<file path="src/rtl/rmps_pkg.sv">
package rmps_pkg;

   // Width of the PWM phase counter.
   localparam int DUTY_BITS = 8;
   // Width used to compare the phase against an 8-bit duty level.
   localparam int CMP_W = (DUTY_BITS > 8) ? DUTY_BITS : 8;

   typedef logic [DUTY_BITS-1:0] phase_type;
   typedef logic [CMP_W-1:0]     cmp_type;

   // Movement modes.
   localparam logic [3:0] MODE_STOP       = 4'd0;
   localparam logic [3:0] MODE_FWD        = 4'd1;
   localparam logic [3:0] MODE_BACK       = 4'd2;
   localparam logic [3:0] MODE_TURN_FWD_L = 4'd3;
   localparam logic [3:0] MODE_TURN_FWD_R = 4'd4;
   localparam logic [3:0] MODE_TURN_BCK_L = 4'd5;
   localparam logic [3:0] MODE_TURN_BCK_R = 4'd6;
   localparam logic [3:0] MODE_ROT_L      = 4'd7;
   localparam logic [3:0] MODE_ROT_R      = 4'd8;

   // Drive codes for one motor pair.
   localparam logic [1:0] DRIVE_STOP = 2'd0;
   localparam logic [1:0] DRIVE_FWD  = 2'd1;
   localparam logic [1:0] DRIVE_REV  = 2'd2;

   // Strategy codes as reported on the result word.
   localparam logic [1:0] STRAT_ROAM   = 2'd0;
   localparam logic [1:0] STRAT_PUSH_F = 2'd1;
   localparam logic [1:0] STRAT_PUSH_B = 2'd2;
   localparam logic [1:0] STRAT_DONE   = 2'd3;

   localparam logic [7:0] ENDLESS    = 8'd255;
   localparam logic [7:0] FULL_SPEED = 8'd255;

   // Configuration register indexes.
   localparam logic [2:0] CSR_PUSH_RAMP_DURATION = 3'd0;
   localparam logic [2:0] CSR_PUSH_RAMP_SPEED    = 3'd1;
   localparam logic [2:0] CSR_ROTATE_DURATION    = 3'd2;
   localparam logic [2:0] CSR_ROTATE_SPEED       = 3'd3;
   localparam logic [2:0] CSR_BACKOFF_DURATION   = 3'd4;
   localparam logic [2:0] CSR_BACKOFF_SPEED      = 3'd5;

   typedef enum logic [3:0] {
      ST_ROAM   = 4'b0001,
      ST_PUSH_F = 4'b0010,
      ST_PUSH_B = 4'b0100,
      ST_DONE   = 4'b1000
   } strategy_type;

   typedef struct packed {
      logic [3:0] mode;
      logic [7:0] speed;
      logic [7:0] periods;
   } move_type;

   typedef struct packed {
      phase_type       phase;
      move_type [2:0]  plan;      // index 0 active, 1 next, 2 last
      strategy_type    strategy;
      logic [1:0]      drive_one;
      logic [1:0]      drive_two;
   } state_type;

   typedef struct packed {
      logic [7:0] push_ramp_duration;
      logic [7:0] push_ramp_speed;
      logic [7:0] rotate_duration;
      logic [7:0] rotate_speed;
      logic [7:0] backoff_duration;
      logic [7:0] backoff_speed;
   } cfg_type;

   typedef struct packed {
      logic line_front_left;
      logic line_front_right;
      logic line_back_left;
      logic line_back_right;
      logic bump_front;
      logic bump_back;
      logic stop_request;
   } sensor_type;

   typedef struct packed {
      logic [1:0] drive_pair_one;
      logic [1:0] drive_pair_two;
      logic [1:0] strategy_state;
      logic [3:0] active_mode;
   } result_type;

   function automatic logic [1:0] pattern_one(input logic [3:0] mode);
      logic [1:0] code;
      case (mode)
         MODE_FWD:        code = DRIVE_FWD;
         MODE_BACK:       code = DRIVE_REV;
         MODE_TURN_FWD_R: code = DRIVE_FWD;
         MODE_TURN_BCK_R: code = DRIVE_REV;
         MODE_ROT_L:      code = DRIVE_REV;
         MODE_ROT_R:      code = DRIVE_FWD;
         default:         code = DRIVE_STOP;
      endcase
      return code;
   endfunction

   function automatic logic [1:0] pattern_two(input logic [3:0] mode);
      logic [1:0] code;
      case (mode)
         MODE_FWD:        code = DRIVE_FWD;
         MODE_BACK:       code = DRIVE_REV;
         MODE_TURN_FWD_L: code = DRIVE_FWD;
         MODE_TURN_BCK_L: code = DRIVE_REV;
         MODE_ROT_L:      code = DRIVE_FWD;
         MODE_ROT_R:      code = DRIVE_REV;
         default:         code = DRIVE_STOP;
      endcase
      return code;
   endfunction

endpackage

</file>
<file path="src/rtl/rmps_step.sv">
// Next state of the sequencer for one word: a PWM tick or a strategy poll.
module rmps_step (
   input  rmps_pkg::state_type  state,
   input  rmps_pkg::cfg_type    cfg,
   input  logic                 func,
   input  rmps_pkg::sensor_type sensors,
   output rmps_pkg::state_type  state_in,
   output rmps_pkg::result_type result
);

   rmps_pkg::phase_type phase_nxt;
   logic [7:0]          periods_dec;
   logic                rotating;
   logic                line_fl;
   logic                line_fr;
   logic                line_bl;
   logic                line_br;

   assign phase_nxt   = state.phase + 1'b1;
   assign periods_dec = state.plan[0].periods - 8'd1;
   assign rotating    = (state.plan[0].mode == rmps_pkg::MODE_ROT_L) ||
                        (state.plan[0].mode == rmps_pkg::MODE_ROT_R);
   // Infrared levels are low when a line is under the sensor.
   assign line_fl = ~sensors.line_front_left;
   assign line_fr = ~sensors.line_front_right;
   assign line_bl = ~sensors.line_back_left;
   assign line_br = ~sensors.line_back_right;

   always_comb begin
      rmps_pkg::state_type nxt;
      nxt = state;
      if (!func) begin
         nxt.phase = phase_nxt;
         if ((phase_nxt == '0) && (state.plan[0].periods != rmps_pkg::ENDLESS)) begin
            if (periods_dec == 8'd0) begin
               nxt.plan[0] = state.plan[1];
               nxt.plan[1] = state.plan[2];
            end else begin
               nxt.plan[0].periods = periods_dec;
            end
         end
         if (rmps_pkg::cmp_type'(phase_nxt) <= rmps_pkg::cmp_type'(nxt.plan[0].speed)) begin
            nxt.drive_one = rmps_pkg::pattern_one(nxt.plan[0].mode);
            nxt.drive_two = rmps_pkg::pattern_two(nxt.plan[0].mode);
         end else begin
            nxt.drive_one = rmps_pkg::DRIVE_STOP;
            nxt.drive_two = rmps_pkg::DRIVE_STOP;
         end
      end else begin
         case (state.strategy)
            rmps_pkg::ST_ROAM: begin
               if (sensors.bump_front || sensors.bump_back) begin
                  nxt.strategy = sensors.bump_front ? rmps_pkg::ST_PUSH_F
                                                    : rmps_pkg::ST_PUSH_B;
                  nxt.plan[0].mode    = sensors.bump_front ? rmps_pkg::MODE_FWD
                                                           : rmps_pkg::MODE_BACK;
                  nxt.plan[0].speed   = cfg.push_ramp_speed;
                  nxt.plan[0].periods = cfg.push_ramp_duration;
                  nxt.plan[1].mode    = nxt.plan[0].mode;
                  nxt.plan[1].speed   = rmps_pkg::FULL_SPEED;
                  nxt.plan[1].periods = rmps_pkg::ENDLESS;
               end else if (!rotating && (line_fl || line_fr || line_bl || line_br)) begin
                  // Front lines rotate and back off in reverse, back lines rotate and go forward.
                  if (line_fl) begin
                     nxt.plan[0].mode = rmps_pkg::MODE_ROT_L;
                     nxt.plan[1].mode = rmps_pkg::MODE_BACK;
                  end else if (line_fr) begin
                     nxt.plan[0].mode = rmps_pkg::MODE_ROT_R;
                     nxt.plan[1].mode = rmps_pkg::MODE_BACK;
                  end else if (line_bl) begin
                     nxt.plan[0].mode = rmps_pkg::MODE_ROT_R;
                     nxt.plan[1].mode = rmps_pkg::MODE_FWD;
                  end else begin
                     nxt.plan[0].mode = rmps_pkg::MODE_ROT_L;
                     nxt.plan[1].mode = rmps_pkg::MODE_FWD;
                  end
                  nxt.plan[0].speed   = cfg.rotate_speed;
                  nxt.plan[0].periods = cfg.rotate_duration;
                  nxt.plan[1].speed   = cfg.backoff_speed;
                  nxt.plan[1].periods = cfg.backoff_duration;
                  nxt.plan[2].mode    = nxt.plan[1].mode;
                  nxt.plan[2].speed   = rmps_pkg::FULL_SPEED;
                  nxt.plan[2].periods = rmps_pkg::ENDLESS;
               end else if (sensors.stop_request) begin
                  nxt.strategy        = rmps_pkg::ST_DONE;
                  nxt.plan[0].mode    = rmps_pkg::MODE_STOP;
                  nxt.plan[0].periods = rmps_pkg::ENDLESS;
               end
            end
            rmps_pkg::ST_PUSH_F,
            rmps_pkg::ST_PUSH_B: begin
               if ((state.strategy == rmps_pkg::ST_PUSH_F) ? !sensors.bump_front
                                                           : !sensors.bump_back) begin
                  nxt.strategy      = rmps_pkg::ST_ROAM;
                  nxt.plan[0].speed = rmps_pkg::FULL_SPEED;
               end else if (sensors.stop_request) begin
                  nxt.strategy        = rmps_pkg::ST_DONE;
                  nxt.plan[0].mode    = rmps_pkg::MODE_STOP;
                  nxt.plan[0].periods = rmps_pkg::ENDLESS;
               end
            end
            default: begin
            end
         endcase
      end
      state_in = nxt;
   end

   always_comb begin
      result.drive_pair_one = state_in.drive_one;
      result.drive_pair_two = state_in.drive_two;
      result.active_mode    = state_in.plan[0].mode;
      case (state_in.strategy)
         rmps_pkg::ST_PUSH_F: result.strategy_state = rmps_pkg::STRAT_PUSH_F;
         rmps_pkg::ST_PUSH_B: result.strategy_state = rmps_pkg::STRAT_PUSH_B;
         rmps_pkg::ST_DONE:   result.strategy_state = rmps_pkg::STRAT_DONE;
         default:             result.strategy_state = rmps_pkg::STRAT_ROAM;
      endcase
   end

endmodule

</file>
<file path="src/rtl/robot_motor_pwm_sequencer_unit.sv">
// Motor PWM sequencer with a sumo strategy. Each request word is either a PWM tick
// (tuser low) or a sensor poll (tuser high); every word yields exactly one response
// word carrying both drive codes, the strategy state and the active movement mode.
// One word is taken per clock cycle and its response appears in the output register
// on the following cycle; the single registered pass from the held state through the
// step logic into the response register sets this figure. The request side stays
// ready while the response register is empty or is being emptied in the same cycle,
// so a steady stream runs at one word per cycle. Configuration is written through
// the csr_ port and should only be changed while no word is in flight.
module robot_motor_pwm_sequencer_unit (
   input  logic        clock,
   input  logic        reset,
   input  logic        req_tvalid,
   output logic        req_tready,
   // Fields from bit 0: line_front_left, line_front_right, line_back_left,
   // line_back_right, bump_front, bump_back, stop_request, then zero fill.
   input  logic [7:0]  req_tdata,
   // Fields from bit 0: func (0 PWM tick, 1 sensor poll).
   input  logic        req_tuser,
   output logic        rsp_tvalid,
   input  logic        rsp_tready,
   // Fields from bit 0: drive_pair_one[1:0], drive_pair_two[3:2],
   // strategy_state[5:4], active_mode[9:6], then zero fill.
   output logic [15:0] rsp_tdata,
   input  logic        csr_wen,
   input  logic [2:0]  csr_index,
   input  logic [7:0]  csr_wdata
);

   rmps_pkg::state_type  state_ff;
   rmps_pkg::state_type  state_in;
   rmps_pkg::cfg_type    cfg_ff;
   rmps_pkg::sensor_type sensors;
   rmps_pkg::result_type result;
   logic                 rsp_valid_ff;
   logic [15:0]          rsp_data_ff;
   logic                 req_accept;

   // The response register frees up either when empty or when taken this cycle.
   assign req_tready = !rsp_valid_ff || rsp_tready;
   assign req_accept = req_tvalid && req_tready;

   assign sensors.line_front_left  = req_tdata[0];
   assign sensors.line_front_right = req_tdata[1];
   assign sensors.line_back_left   = req_tdata[2];
   assign sensors.line_back_right  = req_tdata[3];
   assign sensors.bump_front       = req_tdata[4];
   assign sensors.bump_back        = req_tdata[5];
   assign sensors.stop_request     = req_tdata[6];

   rmps_step u_step (
      .state    (state_ff),
      .cfg      (cfg_ff),
      .func     (req_tuser),
      .sensors  (sensors),
      .state_in (state_in),
      .result   (result)
   );

   // Sequencer state: plan of three movements, PWM phase, strategy and latched drive.
   always_ff @(posedge clock) begin
      if (reset) begin
         state_ff.phase           <= '0;
         state_ff.plan[0].mode    <= rmps_pkg::MODE_FWD;
         state_ff.plan[0].speed   <= rmps_pkg::FULL_SPEED;
         state_ff.plan[0].periods <= rmps_pkg::ENDLESS;
         state_ff.plan[1].mode    <= rmps_pkg::MODE_FWD;
         state_ff.plan[1].speed   <= rmps_pkg::FULL_SPEED;
         state_ff.plan[1].periods <= rmps_pkg::ENDLESS;
         state_ff.plan[2].mode    <= rmps_pkg::MODE_STOP;
         state_ff.plan[2].speed   <= rmps_pkg::FULL_SPEED;
         state_ff.plan[2].periods <= rmps_pkg::ENDLESS;
         state_ff.strategy        <= rmps_pkg::ST_ROAM;
         state_ff.drive_one       <= rmps_pkg::DRIVE_STOP;
         state_ff.drive_two       <= rmps_pkg::DRIVE_STOP;
      end else if (req_accept) begin
         state_ff <= state_in;
      end
   end

   // Configuration registers; indexes beyond the list are ignored.
   always_ff @(posedge clock) begin
      if (reset) begin
         cfg_ff.push_ramp_duration <= 8'd20;
         cfg_ff.push_ramp_speed    <= 8'd128;
         cfg_ff.rotate_duration    <= 8'd128;
         cfg_ff.rotate_speed       <= 8'd128;
         cfg_ff.backoff_duration   <= 8'd20;
         cfg_ff.backoff_speed      <= 8'd128;
      end else if (csr_wen) begin
         case (csr_index)
            rmps_pkg::CSR_PUSH_RAMP_DURATION: cfg_ff.push_ramp_duration <= csr_wdata;
            rmps_pkg::CSR_PUSH_RAMP_SPEED:    cfg_ff.push_ramp_speed    <= csr_wdata;
            rmps_pkg::CSR_ROTATE_DURATION:    cfg_ff.rotate_duration    <= csr_wdata;
            rmps_pkg::CSR_ROTATE_SPEED:       cfg_ff.rotate_speed       <= csr_wdata;
            rmps_pkg::CSR_BACKOFF_DURATION:   cfg_ff.backoff_duration   <= csr_wdata;
            rmps_pkg::CSR_BACKOFF_SPEED:      cfg_ff.backoff_speed      <= csr_wdata;
            default: begin
            end
         endcase
      end
   end

   // Response register: valid is control, the data word needs no reset.
   always_ff @(posedge clock) begin
      if (reset) begin
         rsp_valid_ff <= 1'b0;
      end else if (req_accept) begin
         rsp_valid_ff <= 1'b1;
      end else if (rsp_tready) begin
         rsp_valid_ff <= 1'b0;
      end
   end

   always_ff @(posedge clock) begin
      if (req_accept) begin
         rsp_data_ff <= {6'd0, result.active_mode, result.strategy_state,
                         result.drive_pair_two, result.drive_pair_one};
      end
   end

   assign rsp_tvalid = rsp_valid_ff;
   assign rsp_tdata  = rsp_data_ff;

endmodule
</file>
<file path="config.mk">
export PLATFORM = sky130hd
export DESIGN_NAME = robot_motor_pwm_sequencer_unit
export DESIGN_NICKNAME = d
export VERILOG_FILES = /design/src/rtl/rmps_pkg.sv /design/src/rtl/rmps_step.sv /design/src/rtl/robot_motor_pwm_sequencer_unit.sv
export SDC_FILE = /design/constraint.sdc
export NUM_CORES = 1
export LEC_CHECK = 0
export BUFFER_PORTS_ARGS = -buffer_cell sky130_fd_sc_hd__buf_2
export CAP_MARGIN = 20
export CORE_MARGIN = 3
export CORE_UTILIZATION = 63
export CTS_CLUSTER_DIAMETER = 120
export CTS_CLUSTER_SIZE = 28
export DETAILED_ROUTE_END_ITERATION = 8
export GPL_TIMING_DRIVEN = 0
export PLACE_DENSITY = 0.82
export SYNTH_ARGS = -nofsm -noshare
export SYNTH_HDL_FRONTEND = slang
export SYNTH_HIERARCHICAL = 1
export SYNTH_SLANG_ARGS = --single-unit
</file>
<file path="constraint.sdc">
create_clock -name clock -period 5 [get_ports clock]
set_input_delay 1 -clock clock [delete_from_list [all_inputs] [get_ports clock]]
set_output_delay 1 -clock clock [all_outputs]
set_load 0.05 [all_outputs]
</file>
==> impl_metrics.ini, run 1 <==
[setup_path]
cp_top_family = simple AND/OR/NAND/NOR gates
crit_type = flop to flop
critPathBufInv = 3
cpMaxStageDelayCell = or3b_2
critPathRequiredTime_ps = 5350
cpPeakStageDelay_ps = 510
worst-r2r-cell-count = 18
crit-reg2reg-launch = state_ff[9]
start_kind = flop
cp_cell_sequence = inv_1 > ha_1 > or3b_2 > or4_1 > o2111a_2 > nand2_4 > clkbuf_4 > mux2i_2 > ha_1 > nand3_1 > o21bai_1 > a31oi_1 > a2111oi_4 > nor2_2 > o311ai_2 > buf_4 > nand3_1 > a21oi_1
critPathArrivalTime_ps = 5290
cp_num_cells = 18
crit_fanout = 10
end_kind = flop
cp-startpoint = state_ff[9]

[timing]
worst_slew_pin_slew_ps = 779
rsz0062_at_grt = yes
finalClockSkew_ps = 9.64
setup_tns_ps = 0
drv_slew = 0
max-slew-margin-rel = 0.477
finalHoldViolCount = 0
fin_crit_ps = 4940
clock.fmax_mhz = 203
timing.hold.ws_ps = 466
finalSetupViolCount = 0
period_share = 0.988

[drt]
vias_per_cell = 6.38
vias = 8036
drt_pass1_iterations = 6
drt-wirelength-per-cell_um = 19.5
drt_iter0_drc = 1138
finalWirelength_um = 24600
postRouteAntennaNets = 0
drc = 0

[placement]
port-buffer-count = 32
place_hpwl_um = 17200
gp_congestion = 0.972

[global_route]
antenna_found_initial = 0
grt_use_total = 0.346
grt_pass1_vias = 7449
grt_max_degree = 20
overflow = 0
grt_pass1_wl_um = 38800

[cells_and_area]
layout_commonest_cell = nor2_1
area_growth_pct = 12.6
num_antenna_cells = 0
nets = 1117
final_cell_mix = nor2_1 (164), dfxtp_1 (125), a21oi_1 (96)
drive_gt1_frac = 0.159

[die]
fp.coreArea_sq_mm = 0.0123
die_x_um = 119
dieArea_sq_mm = 0.0143
fp.dieH_um = 119
initial_core_util = 0.659
rows = 40
io_pins = 43

[hold_path]
holdPathStages = 2
hold_start = cfg_ff[20]
hold_path.class = flop to flop

[yosys]
synth_cells = 1019
synth_seq_cells = 135
ys_types = 72
synthArstFlopShare = 0
yosysWarnings = 6
synth_flop_cell = dfxtp_1
yosys.area.top_type = dfxtp_1
synth_edf_count = 10
avgSynthCellArea_sq_um = 7.96
netlist_area_sq_mm = 0.00811
synthTopCellsByArea = dfxtp_1 (31%), mux2i_1 (11%), nor2_1 (7.6%)
synth_top_area_frac = 0.309
ys_seq_area_frac = 0.346

[clock_network]
clock_latency_ps = 430
clock-sinks = 135
cts_made_buffers = 17
htreeDepth = 4
cts_hold_buf = 0
cts_root_buffer = clkbuf_16
clk_pin_slew_ps = 60
tritoncts = done
clock_path_buffers = 2

[status]
outcome = finished, final reports clean

[flow_run]
max_cap_violations = 0

[pwr]
seq_power_share = 0.422
ir_worst_vdd_uv = 289
leakagePower_uw = 0.00362
p_sw_uw = 821
p_comb_frac = 0.168
clockPowerShare = 0.410
p_per_area_mw_per_mm2 = 301
p_int_uw = 1930
switching_share = 0.299
[worst reg2reg max path: cells and delay by family, from the launching register on]
family                     cells  cell delay [ps]
and+or+nand+nor                6             1520
AOI/OAI and AO/OA              6             1480
buffers and inverters          3              570
adders and majority gates      2              550
DFF                            1              390
muxes                          1              340
[power groups by stage]
stage	clock [uW]	sequential, uW	combinational [uW]
floorplan	0	1200	296
global placement	0	1180	429
detailed placement	0	1180	436
CTS	1130	1160	440
global route	1180	1170	498
finish	1130	1160	462
[sequential cells by signal (all words and copies together) (netlist names)]
register    count
state_ff       76
rsp_tdata      10
rsp_tvalid      1
cfg_ff         48
[per-layer routing]
| metal | GRT usage | share of wire |
|---|---|---|
| met1 | 0.449 | 0.40 |
| met2 | 0.529 | 0.45 |
| met3 | 0.0988 | 0.11 |
| met4 | 0.165 | 0.045 |
| met5 | 0 | 0 |
[synth_stat cells (9+ instances only)]
master / count
a21bo_2: 26
a21oi_1: 96
a22oi_1: 13
a31oi_1: 22
buf_2: 10
buf_4: 22
clkbuf_1: 53
dfxtp_1: 125
edfxtp_1: 10
ha_1: 13
inv_1: 13
mux2i_1: 86
nand2_1: 90
nand3_1: 47
nor2_1: 165
nor3_1: 29
o21ai_0: 25
o22ai_1: 23
o31ai_1: 11
or2_2: 18
xnor2_1: 9
xor2_1: 12
[stage by stage]
stage | cell area, sq um | setup WS, ps | instances | power [uW] | util
2_1_floorplan | 8130 | 672 | 1024 | 1490 | -
3_3_place_gp | 8500 | -441 | 1224 | 1610 | 0.690
3_5_place_dp | 8500 | -487 | 1225 | 1620 | 0.691
4_1_cts | 9050 | -40.0 | 1259 | 2730 | 0.735
5_1_grt | 9130 | -93.6 | 1260 | 2850 | 0.741
6_report | 9130 | 62.3 | 1260 | 2750 | 0.741
[cells by family (layout without fill, tap and decap cells)]
kind of cell               count (synthesis)  in the layout  share of synthesized area
xor gates and xnor gates                  21             21                     0.0227
adders and majority gates                 13             13                     0.0201
DFF                                      135            135                      0.346
other                                      1              6                   0.000462
AOI/OAI and AO/OA                        251            251                      0.204
muxes                                     89             89                      0.111
buffers and inverters                    110            178                     0.0691
and+or+nand+nor                          399            399                      0.227
[repair_timing]
action                                  CTS  global route
hold endpoints to repair                  0             0
endpoints found under the setup margin    8             7
pin swaps                                 1             3
setup buffers                             2             1
resized for setup                         2            12
[worst paths after layout]
| path | endpoint | slack (ps) |
|---|---|---|
| max | state_ff[1] | 60 |
| min | cfg_ff[20] | 470 |
| min reg2reg | cfg_ff[20] | 470 |
| max reg2reg | state_ff[1] | 60 |
[final cells by class]
| class | count | area (sq um) |
|---|---|---|
| multi-input combinational | 779 | 4840 |
| tap | 168 | 210 |
| buffer | 97 | 514 |
| clock buffer | 20 | 447 |
| clock inverter | 12 | 77.6 |
| sequential | 135 | 2800 |
| fill | 968 | 3180 |
| inverter | 13 | 48.8 |
| timing repair buffer | 36 | 186 |
Note: power is estimated with default switching activity, not from simulation.
==> inputs of run 2 (changes only) <==
--- a/config.mk
+++ b/config.mk
@@ -13,7 +13,7 @@
 export CTS_CLUSTER_SIZE = 28
 export DETAILED_ROUTE_END_ITERATION = 8
 export GPL_TIMING_DRIVEN = 0
-export PLACE_DENSITY = 0.82
+export PLACE_DENSITY_LB_ADDON = 0.05
 export SYNTH_ARGS = -nofsm -noshare
 export SYNTH_HDL_FRONTEND = slang
 export SYNTH_HIERARCHICAL = 1
==> impl_metrics.ini, run 2 (synthesis gave the netlist of run 1 again) <==
[die]
io_pins = 43
fp.coreArea_sq_mm = 0.0123
dieArea_sq_mm = 0.0143
fp.dieH_um = 119
die_x_um = 119
initial_core_util = 0.659
rows = 40

[timing]
finalHoldViolCount = 0
clock.fmax_mhz = 207
finalSetupViolCount = 0
setup_slack_ps = 173
fin_crit_ps = 4830
drv_slew = 0
period_share = 0.965
max-slew-margin-rel = 0.410
worst_slew_pin_slew_ps = 880
finalClockSkew_ps = 4.81

[cells_and_area]
area_growth_pct = 13.5
multi_input_area_sq_mm = 0.00487
final_cell_mix = nor2_1 (164), dfxtp_1 (125), a21oi_1 (96)
nets = 1116
drive_gt1_frac = 0.163
final_cell_count_no_fill = 1259
regArea_sq_mm = 0.00280
top_register = state_ff
finalCoreUtilization = 0.747
layout_commonest_cell = nor2_1
fin_area_sq_mm = 0.00920
fill_cells = 1005
num_antenna_cells = 0
largest_reg_flops = 76

[clock_network]
htreeDepth = 4
tritoncts = done
clock_path_buffers = 2
clk_pin_slew_ps = 60
cts_root_buffer = clkbuf_16
clock_latency_ps = 430
cts_made_buffers = 17
clock-sinks = 135

[global_route]
grt_pass1_vias = 7529
grt_use_total = 0.357
grt_pass1_wl_um = 40100
antenna_found_initial = 0
grt_max_degree = 20
overflow = 0

[setup_path]
crit_type = flop to flop
critPathArrivalTime_ps = 5180
end_kind = flop
r2r_slack_ps = 170
crit_fanout = 10
start_kind = flop
critPathRequiredTime_ps = 5350

[placement]
gp_congestion = 1.01
postPlaceCellArea_sq_mm = 0.00850
place_hpwl_um = 18000
detailedPlace.worstSlack_ps = -473
port-buffer-count = 32
dpl.cell_count = 1225

[drt]
drt_iter0_drc = 1009
drt_pass1_iterations = 6
vias = 8211
finalWirelength_um = 25400
postRouteAntennaNets = 0
drc = 0
drt-wirelength-per-cell_um = 20.2
vias_per_cell = 6.52

[pwr]
switching_share = 0.298
p_comb_frac = 0.164
p_sw_uw = 852
p_per_area_mw_per_mm2 = 310
clockPowerShare = 0.429
p_int_uw = 2000
seq_power_share = 0.407
leakagePower_uw = 0.00364
ir_worst_vdd_uv = 252

[hold_path]
hold_path.class = flop to flop

[status]
outcome = finished, final reports clean

[flow_run]
max_cap_violations = 0
-- run 2: timing repair --
item | 4_1_cts | 5_1_grt
hold buffers | 0 | 0
endpoints found under the setup margin | 7 | 6
gates cloned | 0 | 0
setup buffers | 2 | 0
resized for setup | 5 | 16
pin swaps | 1 | 4
-- run 2: worst max-delay path, cell delays in order, from the launching register on --
cell       delay (ps)
dfxtp_1           410
inv_1             120
ha_2              220
or3b_2            510
or4_4             480
o2111a_2          240
nand2_4           170
buf_6             200
mux2i_4           300
ha_1              280
nor2b_1           140
o21bai_1          150
a31oi_1           140
a2111oi_2         470
nor2_2            150
o311ai_4          340
buf_4             170
nand3_1            90
a21oi_1           160
-- run 2: power by group through the flow --
stage	clock network [uW]	logic, uW	registers, uW
3_5_place_dp	0	439	1180
2_1_floorplan	0	296	1200
5_1_grt	1280	499	1170
4_1_cts	1230	445	1160
6_report	1220	467	1160
3_3_place_gp	0	434	1180
-- run 2: stage by stage --
step	total power, uW	hold WS, ps	setup TNS (ps)
after CTS	2830	463	0
after detailed placement	1620	447	-1830
after global routing	2940	484	-78.0
final	2850	465	0
after global placement	1620	444	-767
after floorplan	1490	437	0
-- run 2: metal layers --
metal  global-route usage  wire [um]
met5                    0          0
met4                0.185       1380
met3               0.0655       2680
met2                0.565      11500
met1                0.465       9930
-- run 2: cell type report --
| type | count | share of cell area |
|---|---|---|
| clock buffer | 19 | 0.0492 |
| buffer | 97 | 0.0563 |
| multi-input combinational | 779 | 0.529 |
| inverter | 13 | 0.00530 |
| sequential | 135 | 0.305 |
| tap | 168 | 0.0228 |
| clock inverter | 13 | 0.0131 |
| timing repair buffer | 35 | 0.0196 |
-- run 2: path summary, 6_finish.rpt --
check / startpoint / to / depth (start not counted)
setup / recovery: state_ff[8] / state_ff[1] / 18
hold / removal: cfg_ff[19] / cfg_ff[19] / 2
setup reg to reg: state_ff[8] / state_ff[1] / 18
hold reg to reg: cfg_ff[19] / cfg_ff[19] / 2
==> inputs of run 3 (changes only) <==
--- a/config.mk
+++ b/config.mk
@@ -5,6 +5,7 @@
 export SDC_FILE = /design/constraint.sdc
 export NUM_CORES = 1
 export LEC_CHECK = 0
+export ABC_AREA = 1
 export BUFFER_PORTS_ARGS = -buffer_cell sky130_fd_sc_hd__buf_2
 export CAP_MARGIN = 20
 export CORE_MARGIN = 3
==> impl_metrics.ini, run 3 <==
[cells_and_area]
num_antenna_cells = 0
largest_reg_flops = 76
nets = 1320
fill_cells = 1039
drive_gt1_frac = 0.131
final_cell_mix = nand2_1 (321), nor2_1 (186), nand3_1 (128)
final_cell_count_no_fill = 1463
layout_commonest_cell = nand2_1
top_register = state_ff
area_growth_pct = 12.3

[timing]
period_share = 0.832
worst_slew_pin_slew_ps = 817
rsz0062_at_grt = no
setup_tns_ps = 0
timing.hold.ws_ps = 466
max-slew-margin-rel = 0.455
finalHoldViolCount = 0
finalSetupViolCount = 0
finalClockSkew_ps = 15.9
setup_slack_ps = 841
drv_slew = 0
clock.fmax_mhz = 240
fin_crit_ps = 4160

[drt]
vias_per_cell = 5.97
finalWirelength_um = 25100
drc = 0
drt-wirelength-per-cell_um = 17.1
drt_iter0_drc = 1168
vias = 8734
postRouteAntennaNets = 0
drt_pass1_iterations = 6

[clock_network]
clock-sinks = 135
post_cts_buffers = 0
clock_path_buffers = 2
htreeDepth = 4
clk_pin_slew_ps = 60
cts_made_buffers = 17
cts_hold_buf = 0
clock_latency_ps = 430
tritoncts = done
cts-resized-gates = 0
cts_root_buffer = clkbuf_16

[die]
initial_core_util = 0.660
dieArea_sq_mm = 0.0143
rows = 40
fp.dieH_um = 120
io_pins = 43
fp.coreArea_sq_mm = 0.0123
die_x_um = 120

[yosys]
synth_seq_cells = 135
avgSynthCellArea_sq_um = 6.63
synthArstFlopShare = 0
yosys-top-cells-count = nand2_1 (321), nor2_1 (186), nand3_1 (128), dfxtp_1 (125), o21ai_0 (83)
synth_flop_cell = dfxtp_1
ys_seq_area_frac = 0.345
synth_top_area_frac = 0.308
synth_cells = 1225
post-synth-top-count-cell = nand2_1
synth_edf_count = 10
ys_types = 49
yosysWarnings = 6
netlist_area_sq_mm = 0.00813
synthTopCellsByArea = dfxtp_1 (31%), nand2_1 (15%), nor2_1 (8.6%)
yosys.area.top_type = dfxtp_1

[setup_path]
start_kind = flop
crit_type = flop to flop
cpMaxStageDelayCell = dfxtp_1
end_kind = flop
cpPeakStageDelay_ps = 450
path_common_cell = nand2_1
crit_fanout = 10
critPathArrivalTime_ps = 4480
critPathRequiredTime_ps = 5320

[placement]
detailedPlace.worstSlack_ps = 1020
port-buffer-count = 33
gp_congestion = 0.959
dpl.cell_count = 1431
place_hpwl_um = 17900

[pwr]
p_per_area_mw_per_mm2 = 344
leakagePower_uw = 0.00414
ir_worst_vdd_uv = 288

[global_route]
grt_max_degree = 20
antenna_found_initial = 0
grt_pass1_wl_um = 39300
grt_pass1_vias = 7545
grt_use_total = 0.349
overflow = 0

[flow_run]
max_cap_violations = 0

[hold_path]
hold_path.class = flop to flop

[status]
outcome = finished, final reports clean
[run 3: metal layers]
layer	routed length [um]	share of wire	GRT usage	vias up
met5	0	0	0	-
met4	975	0.039	0.148	0
met3	2720	0.11	0.0886	99
met2	11200	0.44	0.540	518
met1	10200	0.41	0.464	3962
li1	-	-	-	4155
[run 3: layout make-up]
class | count | area [sq um] | area share
clock buffer | 23 | 489 | 0.0536
inverter | 74 | 280 | 0.0307
timing repair buffer | 33 | 165 | 0.0181
buffer | 86 | 485 | 0.0532
sequential | 135 | 2800 | 0.307
multi-input combinational | 935 | 4580 | 0.502
tap | 168 | 210 | 0.0230
clock inverter | 9 | 114 | 0.0125
[run 3: metrics by stage]
step / power [uW] / util / cell area [sq um]
after floorplan: 1700 / - / 8140
after global placement: 1850 / 0.692 / 8520
after detailed placement: 1860 / 0.692 / 8520
after global routing: 3270 / 0.741 / 9120
final: 3140 / 0.741 / 9120
after CTS: 3130 / 0.741 / 9120
[run 3: cell families (layout without fill, tap and decap cells)]
kind of cell / Yosys count / after routing / share of synthesized area
compound gates: 181 / 181 / 0.136
xor+xnor: 2 / 2 / 0.00308
fa+ha+maj: 13 / 13 / 0.0200
buf+inv: 160 / 225 / 0.0942
flops: 135 / 135 / 0.345
other cells: 1 / 6 / 0.000462
simple gates: 733 / 733 / 0.402
[run 3: critical path, delay by kind of cell (launching register included)]
kind | cells | cell delay (ps)
buf+inv | 6 | 740
flops | 1 | 450
xor+xnor | 1 | 190
simple gates | 12 | 1260
compound gates | 5 | 900
fa+ha+maj | 2 | 520
[run 3: final timing paths]
check        slack, ps      endpoint         start  cells after the start
max reg2reg        840   state_ff[0]   state_ff[8]                     26
min                470  state_ff[12]  state_ff[12]                      2
max                840   state_ff[0]   state_ff[8]                     26
min reg2reg        470  state_ff[12]  state_ff[12]                      2
[run 3: power by group]
| part | switching [uW] | leakage (uW) | internal [uW] |
|---|---|---|---|
| registers | 74.4 | 0.00113 | 1170 |
| logic | 412 | 0.00272 | 214 |
| clock network | 482 | 0.000293 | 793 |
| total | 969 | 0.00414 | 2170 |
